`src/hdl/assert_macros.svh`:
```
// Assertion macros for the lexer RTL.
`ifndef ASSERT_MACROS_SVH
`define ASSERT_MACROS_SVH

// Same-cycle implication, checked on every rising clk edge outside reset.
`define KL_ASSERT_NOW(lbl, ante, cons, msg) \
	lbl: assert property (@(posedge clk) disable iff (!arst_n) (ante) |-> (cons)) \
		else $error(msg);

// Next-cycle implication.
`define KL_ASSERT_NEXT(lbl, ante, cons, msg) \
	lbl: assert property (@(posedge clk) disable iff (!arst_n) (ante) |=> (cons)) \
		else $error(msg);

`endif

```
`src/hdl/kl_pkg.sv`:
```
// Types, constants and character helpers for the keyword lexer.
package kl_pkg;

	localparam int MAX_NAME_LEN = 255;
	localparam int POS_WIDTH    = 16;
	localparam int LEN_CAP      = (MAX_NAME_LEN < 255) ? MAX_NAME_LEN : 255;
	localparam int MAX_RESULTS  = 3;

	typedef enum logic [2:0] {
		KIND_NAME    = 3'd0,
		KIND_IF      = 3'd1,
		KIND_THEN    = 3'd2,
		KIND_CASE    = 3'd3,
		KIND_BR      = 3'd4,
		KIND_OP      = 3'd5,
		KIND_INVALID = 3'd6,
		KIND_END     = 3'd7
	} token_kind_t;

	typedef enum logic [3:0] {
		TRIE_ROOT = 4'd0,
		TRIE_I    = 4'd1,
		TRIE_IF   = 4'd2,
		TRIE_T    = 4'd3,
		TRIE_TH   = 4'd4,
		TRIE_THE  = 4'd5,
		TRIE_THEN = 4'd6,
		TRIE_C    = 4'd7,
		TRIE_CA   = 4'd8,
		TRIE_CAS  = 4'd9,
		TRIE_CASE = 4'd10,
		TRIE_B    = 4'd11,
		TRIE_BR   = 4'd12,
		TRIE_DEAD = 4'd15
	} trie_state_t;

	localparam logic [7:0] CH_COLON = 8'h3A;
	localparam logic [7:0] CH_LPAR  = 8'h28;
	localparam logic [7:0] CH_RPAR  = 8'h29;
	localparam logic [7:0] CH_COMMA = 8'h2C;
	localparam logic [7:0] CH_SEMI  = 8'h3B;
	localparam logic [7:0] CH_BANG  = 8'h21;
	localparam logic [7:0] CH_UNDER = 8'h5F;
	localparam logic [7:0] CH_NL    = 8'h0A;
	localparam logic [7:0] CH_SPACE = 8'h20;

	localparam logic [15:0] LINE_MAX = 16'hFFFF;

	typedef struct packed {
		logic [7:0] ch;
		logic       last;
	} byte_beat_t;

	typedef struct packed {
		token_kind_t token_kind;
		logic [7:0]  token_char;
		logic [15:0] token_start;
		logic [7:0]  token_len;
		logic [15:0] line_no;
		logic        any_error;
		logic        run_last;
	} token_beat_t;

	// Tokens produced by one byte, oldest in slot 0.
	typedef struct packed {
		token_beat_t [MAX_RESULTS-1:0] tok;
		logic [1:0]                    cnt;
	} kl_batch_t;

	typedef struct packed {
		logic                 in_name;
		logic [7:0]           name_len;
		trie_state_t          trie;
		logic [POS_WIDTH-1:0] name_start;
		logic [POS_WIDTH-1:0] byte_pos;
		logic [15:0]          line_count;
		logic                 error_seen;
	} kl_state_t;

	localparam kl_state_t STATE_RESET = '{
		in_name:    1'b0,
		name_len:   8'd0,
		trie:       TRIE_ROOT,
		name_start: '0,
		byte_pos:   '0,
		line_count: 16'd1,
		error_seen: 1'b0
	};

	function automatic logic is_alpha(input logic [7:0] c);
		return (c >= 8'h41 && c <= 8'h5A) || (c >= 8'h61 && c <= 8'h7A);
	endfunction

	function automatic logic is_name_start(input logic [7:0] c);
		return is_alpha(c) || (c == CH_UNDER);
	endfunction

	function automatic logic is_name_char(input logic [7:0] c);
		return is_name_start(c) || (c >= 8'h30 && c <= 8'h39);
	endfunction

	function automatic logic is_space(input logic [7:0] c);
		return (c == CH_SPACE) || (c >= 8'h09 && c <= 8'h0D);
	endfunction

	function automatic logic is_operator(input logic [7:0] c);
		return (c == CH_COLON) || (c == CH_LPAR) || (c == CH_RPAR) ||
			(c == CH_COMMA) || (c == CH_SEMI) || (c == CH_BANG);
	endfunction

	function automatic trie_state_t trie_next(input trie_state_t s, input logic [7:0] c);
		trie_state_t n;
		n = TRIE_DEAD;
		unique case (s)
			TRIE_ROOT: begin
				if (c == 8'h69)      n = TRIE_I;   // i
				else if (c == 8'h74) n = TRIE_T;   // t
				else if (c == 8'h63) n = TRIE_C;   // c
				else if (c == 8'h62) n = TRIE_B;   // b
			end
			TRIE_I:   if (c == 8'h66) n = TRIE_IF;    // f
			TRIE_T:   if (c == 8'h68) n = TRIE_TH;    // h
			TRIE_TH:  if (c == 8'h65) n = TRIE_THE;   // e
			TRIE_THE: if (c == 8'h6E) n = TRIE_THEN;  // n
			TRIE_C:   if (c == 8'h61) n = TRIE_CA;    // a
			TRIE_CA:  if (c == 8'h73) n = TRIE_CAS;   // s
			TRIE_CAS: if (c == 8'h65) n = TRIE_CASE;  // e
			TRIE_B:   if (c == 8'h72) n = TRIE_BR;    // r
			default:  n = TRIE_DEAD;
		endcase
		return n;
	endfunction

	function automatic token_kind_t trie_kind(input trie_state_t s);
		token_kind_t k;
		unique case (s)
			TRIE_IF:   k = KIND_IF;
			TRIE_THEN: k = KIND_THEN;
			TRIE_CASE: k = KIND_CASE;
			TRIE_BR:   k = KIND_BR;
			default:   k = KIND_NAME;
		endcase
		return k;
	endfunction

endpackage

```
`src/hdl/kl_step.sv`:
```
// Per-byte scan step: next scanner state and the tokens one byte produces.
module kl_step import kl_pkg::*; (
	input  kl_state_t  cur,
	input  byte_beat_t beat,
	output kl_state_t  nxt,
	output kl_batch_t  batch
);

	token_beat_t     cand [4];
	logic [3:0]      cand_v;
	token_beat_t     slot [4];
	logic [2:0]      n;
	kl_state_t       mid;
	logic            cont;
	logic [7:0]      c;
	logic [POS_WIDTH-1:0] pos_inc;

	assign c       = beat.ch;
	assign cont    = cur.in_name && is_name_char(c);
	assign pos_inc = cur.byte_pos + POS_WIDTH'(1);

	always_comb begin
		mid         = cur;
		cand_v      = '0;
		for (int i = 0; i < 4; i++) begin
			cand[i] = '0;
		end

		// name closed by this byte
		cand[0].token_kind  = trie_kind(cur.trie);
		cand[0].token_start = 16'(cur.name_start);
		cand[0].token_len   = cur.name_len;
		cand[0].line_no     = cur.line_count;
		cand[0].any_error   = cur.error_seen;

		if (cont) begin
			if (cur.name_len < 8'(LEN_CAP)) begin
				mid.name_len = cur.name_len + 8'd1;
			end
			mid.trie = trie_next(cur.trie, c);
		end else begin
			cand_v[0]   = cur.in_name;
			mid.in_name = 1'b0;
			mid.name_len = 8'd0;
			mid.trie    = TRIE_ROOT;
			priority if (is_space(c)) begin
				if (c == CH_NL && cur.line_count < LINE_MAX) begin
					mid.line_count = cur.line_count + 16'd1;
				end
			end else if (is_name_start(c)) begin
				mid.in_name    = 1'b1;
				mid.name_len   = 8'd1;
				mid.name_start = cur.byte_pos;
				mid.trie       = trie_next(TRIE_ROOT, c);
			end else if (is_operator(c)) begin
				cand_v[1] = 1'b1;
				cand[1].token_kind = KIND_OP;
			end else begin
				cand_v[1]      = 1'b1;
				mid.error_seen = 1'b1;
				cand[1].token_kind = KIND_INVALID;
			end
		end
		mid.byte_pos = pos_inc;

		cand[1].token_char  = c;
		cand[1].token_start = 16'(cur.byte_pos);
		cand[1].token_len   = 8'd1;
		cand[1].line_no     = mid.line_count;
		cand[1].any_error   = mid.error_seen;

		// flush at end of text, then the end token
		cand_v[2] = beat.last && mid.in_name;
		cand[2].token_kind  = trie_kind(mid.trie);
		cand[2].token_start = 16'(mid.name_start);
		cand[2].token_len   = mid.name_len;
		cand[2].line_no     = mid.line_count;
		cand[2].any_error   = mid.error_seen;

		cand_v[3] = beat.last;
		cand[3].token_kind  = KIND_END;
		cand[3].token_start = 16'(pos_inc);
		cand[3].token_len   = 8'd0;
		cand[3].line_no     = mid.line_count;
		cand[3].any_error   = mid.error_seen;

		nxt = beat.last ? STATE_RESET : mid;
	end

	// pack valid candidates into the low slots
	always_comb begin
		n = 3'd0;
		for (int i = 0; i < 4; i++) begin
			slot[i] = '0;
		end
		for (int i = 0; i < 4; i++) begin
			if (cand_v[i]) begin
				slot[n[1:0]] = cand[i];
				n = n + 3'd1;
			end
		end
		for (int i = 0; i < MAX_RESULTS; i++) begin
			slot[i].run_last = (3'(i + 1) == n);
		end
		for (int i = 0; i < MAX_RESULTS; i++) begin
			batch.tok[i] = slot[i];
		end
		batch.cnt = n[1:0];
	end

endmodule

```
`src/hdl/kl_result_buf.sv`:
```
// Result register: holds one byte's tokens and hands them out one per beat.
module kl_result_buf import kl_pkg::*; (
	input  logic        clk,
	input  logic        arst_n,
	input  logic        load,
	input  kl_batch_t   batch,
	output logic        can_load,
	output logic        tok_valid,
	input  logic        tok_ready,
	output token_beat_t tok_data
);

	token_beat_t tok_q [MAX_RESULTS];
	logic [1:0]  cnt_q;
	logic        pop;

	assign tok_valid = (cnt_q != 2'd0);
	assign tok_data  = tok_q[0];
	assign pop       = tok_valid && tok_ready;
	assign can_load  = (cnt_q == 2'd0) || (cnt_q == 2'd1 && tok_ready);

	always_ff @(posedge clk or negedge arst_n) begin
		if (!arst_n) begin
			cnt_q <= 2'd0;
		end else if (load) begin
			cnt_q <= batch.cnt;
		end else if (pop) begin
			cnt_q <= cnt_q - 2'd1;
		end
	end

	always_ff @(posedge clk) begin
		if (load) begin
			for (int i = 0; i < MAX_RESULTS; i++) begin
				tok_q[i] <= batch.tok[i];
			end
		end else if (pop) begin
			for (int i = 0; i < MAX_RESULTS - 1; i++) begin
				tok_q[i] <= tok_q[i+1];
			end
		end
	end

endmodule

```
`src/hdl/keyword_lexer.sv`:
```
// Top level of the keyword lexer: scanner state, step logic and result register.
// A byte's first token is valid in the cycle after the byte beat is taken.
// Throughput: one byte per cycle while each byte yields at most one token and tok_ready
// is high; a byte that yields more holds the input until its last token is taken.
// Reset (arst_n low, asynchronous): scanner state to its start values (line 1,
// offset 0, no open name, error flag clear) and the result register emptied.
module keyword_lexer import kl_pkg::*; (
	input  logic        clk,
	input  logic        arst_n,
	input  logic        byte_valid,
	output logic        byte_ready,
	input  byte_beat_t  byte_data,
	output logic        tok_valid,
	input  logic        tok_ready,
	output token_beat_t tok_data
);

	`include "assert_macros.svh"

	kl_state_t state_q;
	kl_state_t state_nxt;
	kl_batch_t batch;
	logic      take;

	// A byte is taken when the result register is empty or drains its last
	// token in this same cycle.
	assign take = byte_valid && byte_ready;

	kl_step u_step (
		.cur   (state_q),
		.beat  (byte_data),
		.nxt   (state_nxt),
		.batch (batch)
	);

	kl_result_buf u_buf (
		.clk       (clk),
		.arst_n    (arst_n),
		.load      (take),
		.batch     (batch),
		.can_load  (byte_ready),
		.tok_valid (tok_valid),
		.tok_ready (tok_ready),
		.tok_data  (tok_data)
	);

	// Scanner state advances once per accepted byte beat; the last byte of a
	// text returns it to the start values so a new text can follow directly.
	always_ff @(posedge clk or negedge arst_n) begin
		if (!arst_n) begin
			state_q <= STATE_RESET;
		end else if (take) begin
			state_q <= state_nxt;
		end
	end

	`KL_ASSERT_NEXT(a_last_rewinds, take && byte_data.last, state_q.byte_pos == '0 && state_q.line_count == 16'd1 && !state_q.in_name, "scanner not rewound after last byte")
	`KL_ASSERT_NOW(a_name_len_nonzero, state_q.in_name, state_q.name_len != 8'd0, "open name with zero length")
	`KL_ASSERT_NOW(a_root_when_idle, !state_q.in_name, state_q.trie == TRIE_ROOT, "trie off root with no open name")
	`KL_ASSERT_NOW(a_end_closes_run, tok_valid && tok_data.token_kind == KIND_END, tok_data.run_last, "end token not last of its byte")

endmodule
```
`config.mk`:
```
export PLATFORM = sky130hd
export DESIGN_NAME = keyword_lexer
export DESIGN_NICKNAME = d
export VERILOG_FILES = /design/src/hdl/kl_pkg.sv /design/src/hdl/kl_step.sv /design/src/hdl/kl_result_buf.sv /design/src/hdl/keyword_lexer.sv
export VERILOG_INCLUDE_DIRS = /design/src /design/src/hdl
export SDC_FILE = /design/constraint.sdc
export NUM_CORES = 1
export LEC_CHECK = 0
export BUFFER_PORTS_ARGS = -buffer_cell sky130_fd_sc_hd__buf_4
export CAP_MARGIN = 20
export CORE_UTILIZATION = 64
export CTS_BUF_LIST = sky130_fd_sc_hd__clkbuf_8
export DETAILED_ROUTE_END_ITERATION = 8
export GPL_ROUTABILITY_DRIVEN = 0
export MAX_ROUTING_LAYER = met4
export PLACE_DENSITY = 0.83
export SLEW_MARGIN = 30
export SYNTH_ARGS = -nofsm -noshare
export SYNTH_HDL_FRONTEND = slang
export SYNTH_SLANG_ARGS = --single-unit
```
`constraint.sdc`:
```
create_clock -name clk -period 4.18 [get_ports clk]
set_input_delay 0.209 -clock clk [delete_from_list [all_inputs] [get_ports clk]]
set_output_delay 0.209 -clock clk [all_outputs]
set_load 0.03 [all_outputs]
```
==> results of run 1 <==
cell usage after synthesis (all sizes together) (15+ instances only):
| library cell | n | share of area |
|---|---|---|
| edfxtp | 151 | 0.38 |
| nand2 | 144 | 0.045 |
| o21ai | 102 | 0.043 |
| clkbuf | 77 | 0.024 |
| buf | 67 | 0.039 |
| dfrtp | 63 | 0.13 |
| nor2 | 59 | 0.018 |
| a22o | 46 | 0.034 |
| a21oi | 38 | 0.016 |
| nand3 | 33 | 0.014 |
| o31ai | 28 | 0.018 |
| a22oi | 26 | 0.017 |
| nor2b | 25 | 0.013 |
| xnor2 | 25 | 0.018 |
| o22ai | 24 | 0.013 |
| and2 | 23 | 0.012 |
| nor3 | 22 | 0.0096 |
| inv | 18 | 0.0056 |
| mux2 | 17 | 0.016 |
| xor2 | 15 | 0.011 |
worst max-delay path, delay by kind of cell:
| family | cells | cell delay (ps) |
|---|---|---|
| compound gates | 6 | 1310 |
| simple gates | 3 | 970 |
| buf+inv | 4 | 890 |
| fa+ha+maj | 2 | 580 |
| xor+xnor | 1 | 260 |
power by group:
part | internal [uW] | total, uW | switching (uW) | leakage [uW]
registers | 3180 | 3560 | 380 | 0.00236
clock network | 1020 | 1900 | 877 | 0.000439
logic | 1060 | 3180 | 2120 | 0.00222
total | 5260 | 8640 | 3380 | 0.00502
logic make-up after synthesis:
kind of cell               count (synthesis)  share of synthesized area
and+or+nand+nor                          367                      0.149
AOI/OAI and AO/OA                        355                      0.203
DFF                                      215                      0.512
buffers and inverters                    162                     0.0685
xor gates and xnor gates                  40                     0.0293
muxes                                     27                     0.0243
adders and majority gates                 12                     0.0125
sequential cells by signal, indices dropped and copies added (netlist names):
name,count
u_buf.cnt_q,2
state_q,62
u_buf.tok_q,151
placed cells by master (no fill, tap or decap), drive strengths merged, types with 26 or more instances in the layout:
cell type	netlist	final
o31ai	28	28
dfrtp	63	63
nand2	144	144
nor2	59	59
a21oi	38	38
a22o	46	46
o21ai	102	102
buf	67	113
edfxtp	151	151
a22oi	26	26
inv	18	36
nand3	33	33
clkbuf	77	44
layer usage:
metal  up-vias  part of all wire  track usage
li1       4383                 -            -
met5         -                 0            -
met2       572              0.48        0.498
met4         0             0.031        0.153
met3        86             0.099       0.0590
met1      4637              0.39        0.420
what timing repair did:
action,4_1_cts,5_1_grt
resized for setup,0,2
setup buffers,0,2
endpoints found under the setup margin,0,75
hold endpoints to repair,66,0
hold buffers,4,0
worst max path at each step:
| stage | cells after the start | startpoint | endpoint |
|---|---|---|---|
| 2_1_floorplan | 15 | byte_data[3] | u_buf.tok_q[0][11]$_DFFE_PP_ |
| 3_3_place_gp | 16 | byte_data[8] | u_buf.tok_q[0][9]$_DFFE_PP_ |
| 3_5_place_dp | 15 | byte_data[8] | u_buf.tok_q[0][79]$_DFFE_PP_ |
| 4_1_cts | 16 | byte_data[8] | u_buf.tok_q[0][51]$_DFFE_PP_ |
| 5_1_grt | 17 | byte_data[8] | u_buf.tok_q[0][9]$_DFFE_PP_ |
| 6_report | 16 | byte_data[8] | u_buf.tok_q[0][51]$_DFFE_PP_ |
through the flow:
stage | std cells | utilization | hold WS (ps)
after global routing | 1449 | 0.727 | 19.9
after CTS | 1447 | 0.725 | 5.32
after detailed placement | 1374 | 0.682 | 406
after global placement | 1374 | 0.682 | 398
after floorplan | 1178 | - | -86.6
final | 1449 | 0.727 | 23.3
layout make-up:
| cell class | count | area share |
|---|---|---|
| Inverter | 18 | 0.00512 |
| Sequential cell | 215 | 0.465 |
| Clock inverter | 25 | 0.0103 |
| Tap cell | 229 | 0.0217 |
| Multi-Input combinational cell | 801 | 0.383 |
| Timing Repair Buffer | 117 | 0.0695 |
| Clock buffer | 44 | 0.0459 |
==> out/qor.csv, run 1 <==
stage,metric,value,unit
run_status,status,"complete, but fails checks",
run_status,failed_checks,DRC,
floorplanning,core_area,18100,um2
cts,clk_latency,550,ps
yosys,synth_area_per_cell,10.2,um2
yosys,post_synth_instance_area,12000,um2
final_layout,drive_above_1_share,0.166,
cts,cts_htree_levels,2,
critical_path,crit_required,4450,ps
final_layout,seq_area,6140,um2
critical_path,reg2reg_slack,600,ps
power_and_ir_drop,ir_drop,0.000431,V
run,maxCapViolations,0,
yosys,synthCells,1178,
grt,antenna_found_initial,0,
sta,relSlewSlack,0.385,
critical_path,cp_max_fo,8,
yosys,syn_nets,1203,
power_and_ir_drop,finalPower,8640,uW
cts,cts-buffers-inserted,38,
critical_path,reg2reg_depth,13,
power_and_ir_drop,power.density,655,nW/um2
yosys,synth_cell_types,81,
final_layout,syn2layout_area_growth,10.2,%
final_layout,finalNetCount,1216,
sta,finalCritPeriodShare,0.951,
sta,final-setup-viol-count,0,
floorplanning,die_h,139,um
drt,routed_wl,30200,um
grt,grt_usage,0.324,
final_layout,multi_input_area,5050,um2
cts,cts_tree,yes,
yosys,ys_seq_area_frac,0.512,
power_and_ir_drop,p_leak,0.00502,uW
drt,ant_nets,0,
min_path,hold_class,input pin to flop,
grt,grt_pass1_wl,48000,um
min_path,whs_endpoint,u_buf.tok_q[0][47]$_DFFE_PP_,
critical_path,endpoint_kind,flop,
cts,root_buffer,clkbuf_8,
critical_path,crit_type,input pin to flop,
drt,drcViolationCount,14,
floorplanning,dieWidth,139,um
place,pre_cts_slack,140,ps
final_layout,fillCellCount,1329,
critical_path,cp_data_arrival_time,4240,ps
floorplanning,die_area,19300,um2
final_layout,stdcell_area,13200,um2
drt,vias,9678,
final_layout,diodes,0,
place,place_hpwl,18600,um
critical_path,cpPeakStageDelay,570,ps
sta,fin_crit,3970,ps
min_path,hold_depth,2,
drt,dr.first_iter.drc_count,1144,
yosys,synth_edf_count,151,
cts,path_clk_slew,60,ps
yosys,synth.ff_latch_count,215,
critical_path,worstPathCellList,dlygate4sd3_1 > buf_4 > or4b_1 > a2111oi_2 > a31oi_1 > nand2_1 > inv_1 > ha_1 > xor2_1 > inv_1 > ha_1 > a211o_1 > nand2_1 > o221ai_1 > a31oi_1 > o21ai_0,
yosys,ys.warnings.count,0,
yosys,async_flop_share,0.298,
critical_path,slowest_stage,or4b_1,
sta,rsz0062_at_grt,no,
place,place_area,12400,um2
grt,first_global_vias,9275,
drt,wire_per_inst,20.8,um
floorplanning,rows,49,
critical_path,reg2reg_from,state_q[61]$_DFFE_PN0P_,
min_path,hold_start,byte_data[6],
floorplanning,start_util,0.660,
critical_path,start_kind,input pin,
cts,cts_buffer_depth,3,
drt,dr.pass1.iters,8,
sta,fmax,0.252,GHz
drt,vias_per_cell,6.68,
sta,slew_violations,0,
cts,clock-sinks,215,
grt,grt_max_degree,70,
grt,overflow,0,
place,port_buffers,67,
floorplanning,ios,68,
critical_path,worstReg2RegEnd,u_buf.tok_q[0][51]$_DFFE_PP_,
sta,fin_setup_tns,0,ps
sta,finalHoldViolCount,0,
sta,tightest_slew,915,ps
yosys,ys.flop_type,edfxtp_1,
sta,fin_worst_skew,23.7,ps
sta,setup_ws,207,ps
(Power assumes the default switching activity.)
==> run 2, diff against run 1 <==
--- a/config.mk
+++ b/config.mk
@@ -6,12 +6,12 @@
 export SDC_FILE = /design/constraint.sdc
 export NUM_CORES = 1
 export LEC_CHECK = 0
+export ABC_AREA = 1
 export BUFFER_PORTS_ARGS = -buffer_cell sky130_fd_sc_hd__buf_4
 export CAP_MARGIN = 20
 export CORE_UTILIZATION = 64
 export CTS_BUF_LIST = sky130_fd_sc_hd__clkbuf_8
 export DETAILED_ROUTE_END_ITERATION = 8
-export GPL_ROUTABILITY_DRIVEN = 0
 export MAX_ROUTING_LAYER = met4
 export PLACE_DENSITY = 0.83
 export SLEW_MARGIN = 30
==> run 2 against run 1 <==
  * Sequential power grew 5%
  * Cell count rose by 18%
  * The run now ends clean
  * Critical endpoint is now u_buf.tok_q[0][63]$_DFFE_PP_
  * Design area shrank 1.4%
  * Sequential cell count is the same
  * Via count up 4.6%
  * Die area up 0.25%
  * Critical path depth decreased by 4
  * Area after synthesis is 0.25% higher
  * Largest power group is now combinational logic
  * Total power rose by 10%
==> out/qor.csv, run 2 <==
stage,metric,value,unit
final_layout,multi_input_area,4720,um2
yosys,syn_nets,1459,
drt,vias,10100,
sta,finalHoldViolCount,0,
cts,cts_tree,yes,
drt,dr.first_iter.drc_count,1013,
drt,vias_per_cell,5.93,
critical_path,start_kind,flop,
sta,fin_crit,3440,ps
cts,path_clk_slew,60,ps
cts,root_buffer,clkbuf_8,
cts,clk_latency,540,ps
grt,grt_pass1_wl,48500,um
sta,finalCritPeriodShare,0.823,
grt,grt_usage,0.327,
floorplanning,start_util,0.662,
sta,rsz0062_at_grt,no,
critical_path,cp_data_arrival_time,3730,ps
grt,first_global_vias,9682,
floorplanning,die_area,19300,um2
yosys,ys.warnings.count,0,
sta,final-setup-viol-count,0,
drt,drcViolationCount,0,
place,gp_congestion,0.935,
yosys,ys_seq_area_frac,0.511,
critical_path,cp_max_fo,81,
final_layout,fillCellCount,1403,
final_layout,finalNetCount,1475,
grt,grt_max_degree,90,
place,pre_cts_slack,285,ps
final_layout,largest_register_ff_count,151,
cts,cts_buffer_depth,3,
power_and_ir_drop,power.density,730,nW/um2
drt,wire_per_inst,17.6,um
sta,setup_ws,739,ps
min_path,hold_start,byte_data[5],
drt,routed_wl,30100,um
critical_path,cp-startpoint,u_buf.cnt_q[0]$_DFFE_PN0P_,
sta,fin_worst_skew,24.5,ps
grt,overflow,0,
final_layout,largest-register,u_buf.tok_q,
sta,slew_violations,0,
sta,fin_setup_tns,0,ps
critical_path,crit_type,flop to flop,
run_status,status,"finished, final reports clean",
min_path,hold_class,input pin to flop,
grt,antenna_found_initial,0,
final_layout,final_common_cell,nand2_1,
yosys,ys.flop_type,edfxtp_1,
final_layout,drive_above_1_share,0.116,
cts,cts-buffers-inserted,36,
cts,clock-sinks,215,
sta,relSlewSlack,0.410,
yosys,async_flop_share,0.298,
floorplanning,core_area,18100,um2
yosys,synth.ff_latch_count,215,
place,place_hpwl,19600,um
yosys,synth.top_cells.by_area,"edfxtp_1 38%, dfrtp_1 13%, nand2_1 12%, nor2_1 4.8%, o21ai_0 4.2%",
final_layout,syn2layout_area_growth,8.43,%
drt,dr.pass1.iters,7,
yosys,synthCells,1434,
final_layout,final_cell_mix,"378 x nand2_1, 153 x nor2_1, 151 x edfxtp_1, 136 x inv_1, 100 x o21ai_0",
floorplanning,die_h,139,um
critical_path,reg2reg_from,u_buf.cnt_q[0]$_DFFE_PN0P_,
yosys,synth.most_common_cell,nand2_1,
final_layout,reg_top3,"u_buf.tok_q: 151 flops, state_q: 62 flops, u_buf.cnt_q: 2 flops",
cts,cts_setup_buffers,0,
yosys,synth_area_per_cell,8.37,um2
place,port_buffers,67,
cts,cts_htree_levels,2,
final_layout,seq_area,6140,um2
drt,ant_nets,0,
sta,fmax,0.291,GHz
yosys,post_synth_instance_area,12000,um2
run,maxCapViolations,0,
yosys,synth_edf_count,151,
critical_path,endpoint_kind,flop,
floorplanning,rows,49,
critical_path,crit_required,4470,ps
yosys,synth_cell_types,45,
floorplanning,ios,68,
yosys,yosysTopAreaCellShare,0.378,
yosys,synth_common_cells,"378 x nand2_1, 153 x nor2_1, 151 x edfxtp_1",
floorplanning,dieWidth,139,um
power_and_ir_drop,ir_drop,0.000710,V
yosys,yosys.area.top_type,edfxtp_1,
power_and_ir_drop,p_leak,0.00561,uW
sta,tightest_slew,885,ps
[run 2: cell types whose count changed in the layout (fill, tap and decap cells not counted), sizes merged, moves of 26 or more]
cell,previous run,this run
a22o,46,11
a22oi,26,0
buf,113,87
inv,36,147
nand2,144,386
nand3,33,93
nor2,59,162
o22ai,24,68
o31ai,28,0
[run 2: worst paths after layout]
check | cells after the start | to | slack (ps)
min in group asynchronous | 2 | u_buf.cnt_q[0]$_DFFE_PN0P_ | 240
setup reg to reg | 12 | u_buf.tok_q[0][63]$_DFFE_PP_ | 740
hold / removal | 3 | u_buf.tok_q[0][99]$_SDFFCE_PP0P_ | 70
max in group asynchronous | 2 | state_q[56]$_DFFE_PN0P_ | 3450
setup / recovery | 12 | u_buf.tok_q[0][63]$_DFFE_PP_ | 740
hold reg to reg | 2 | u_buf.tok_q[0][91]$_DFFE_PP_ | 520
[run 2: per-layer routing]
| layer | up-vias | share of wire | track usage |
|---|---|---|---|
| met5 | - | 0 | - |
| met4 | 0 | 0.042 | 0.147 |
| met3 | 102 | 0.087 | 0.0597 |
| met2 | 493 | 0.47 | 0.522 |
| met1 | 4714 | 0.40 | 0.409 |
| li1 | 4813 | - | - |
[run 2: area by class of cell]
type	count	area share
multi-input combinational	976	0.362
sequential	215	0.471
tap	229	0.0220
clock inverter	25	0.0104
inverter	133	0.0390
clock buffer	40	0.0423
timing repair buffer	88	0.0525
antenna	1	0.000192
[run 2: logic make-up after synthesis]
logic type / Yosys count / share of synthesized area
adders and majority gates: 12 / 0.0125
DFF: 215 / 0.511
AOI/OAI and AO/OA: 276 / 0.131
buffers and inverters: 243 / 0.0965
xor gates and xnor gates: 19 / 0.0139
and+or+nand+nor: 669 / 0.235
[run 2: repair_timing]
action | CTS | global route
endpoints found under the hold margin | 63 | 0
resized for setup | 0 | 0
hold buffers | 1 | 0
[run 2: power breakdown]
part	switching [uW]	internal, uW	leakage [uW]
combinational	2790	1180	0.00285
clock	861	943	0.000400
sequential	373	3360	0.00236
total	4020	5490	0.00561
[run 2: worst max-delay path: stages (launching register included)]
cell	delay, ps
dfrtp_1	370
inv_1	70
ha_1	230
inv_1	80
nand2_1	70
nand2_1	60
buf_4	150
clkinv_2	310
nor2_4	200
buf_4	480
buf_4	730
nor2_1	170
a22o_1	220
[run 2: through the flow]
step	power [uW]	hold slack, ps	cell area (um2)	util	std cells
after floorplan	6760	-86.6	12000	-	1434
after global placement	7590	392	12300	0.678	1640
after detailed placement	7700	393	12300	0.679	1640
after CTS	9490	57.1	13000	0.717	1706
after global routing	10000	99.2	13000	0.717	1706
final	9510	69.4	13000	0.717	1707
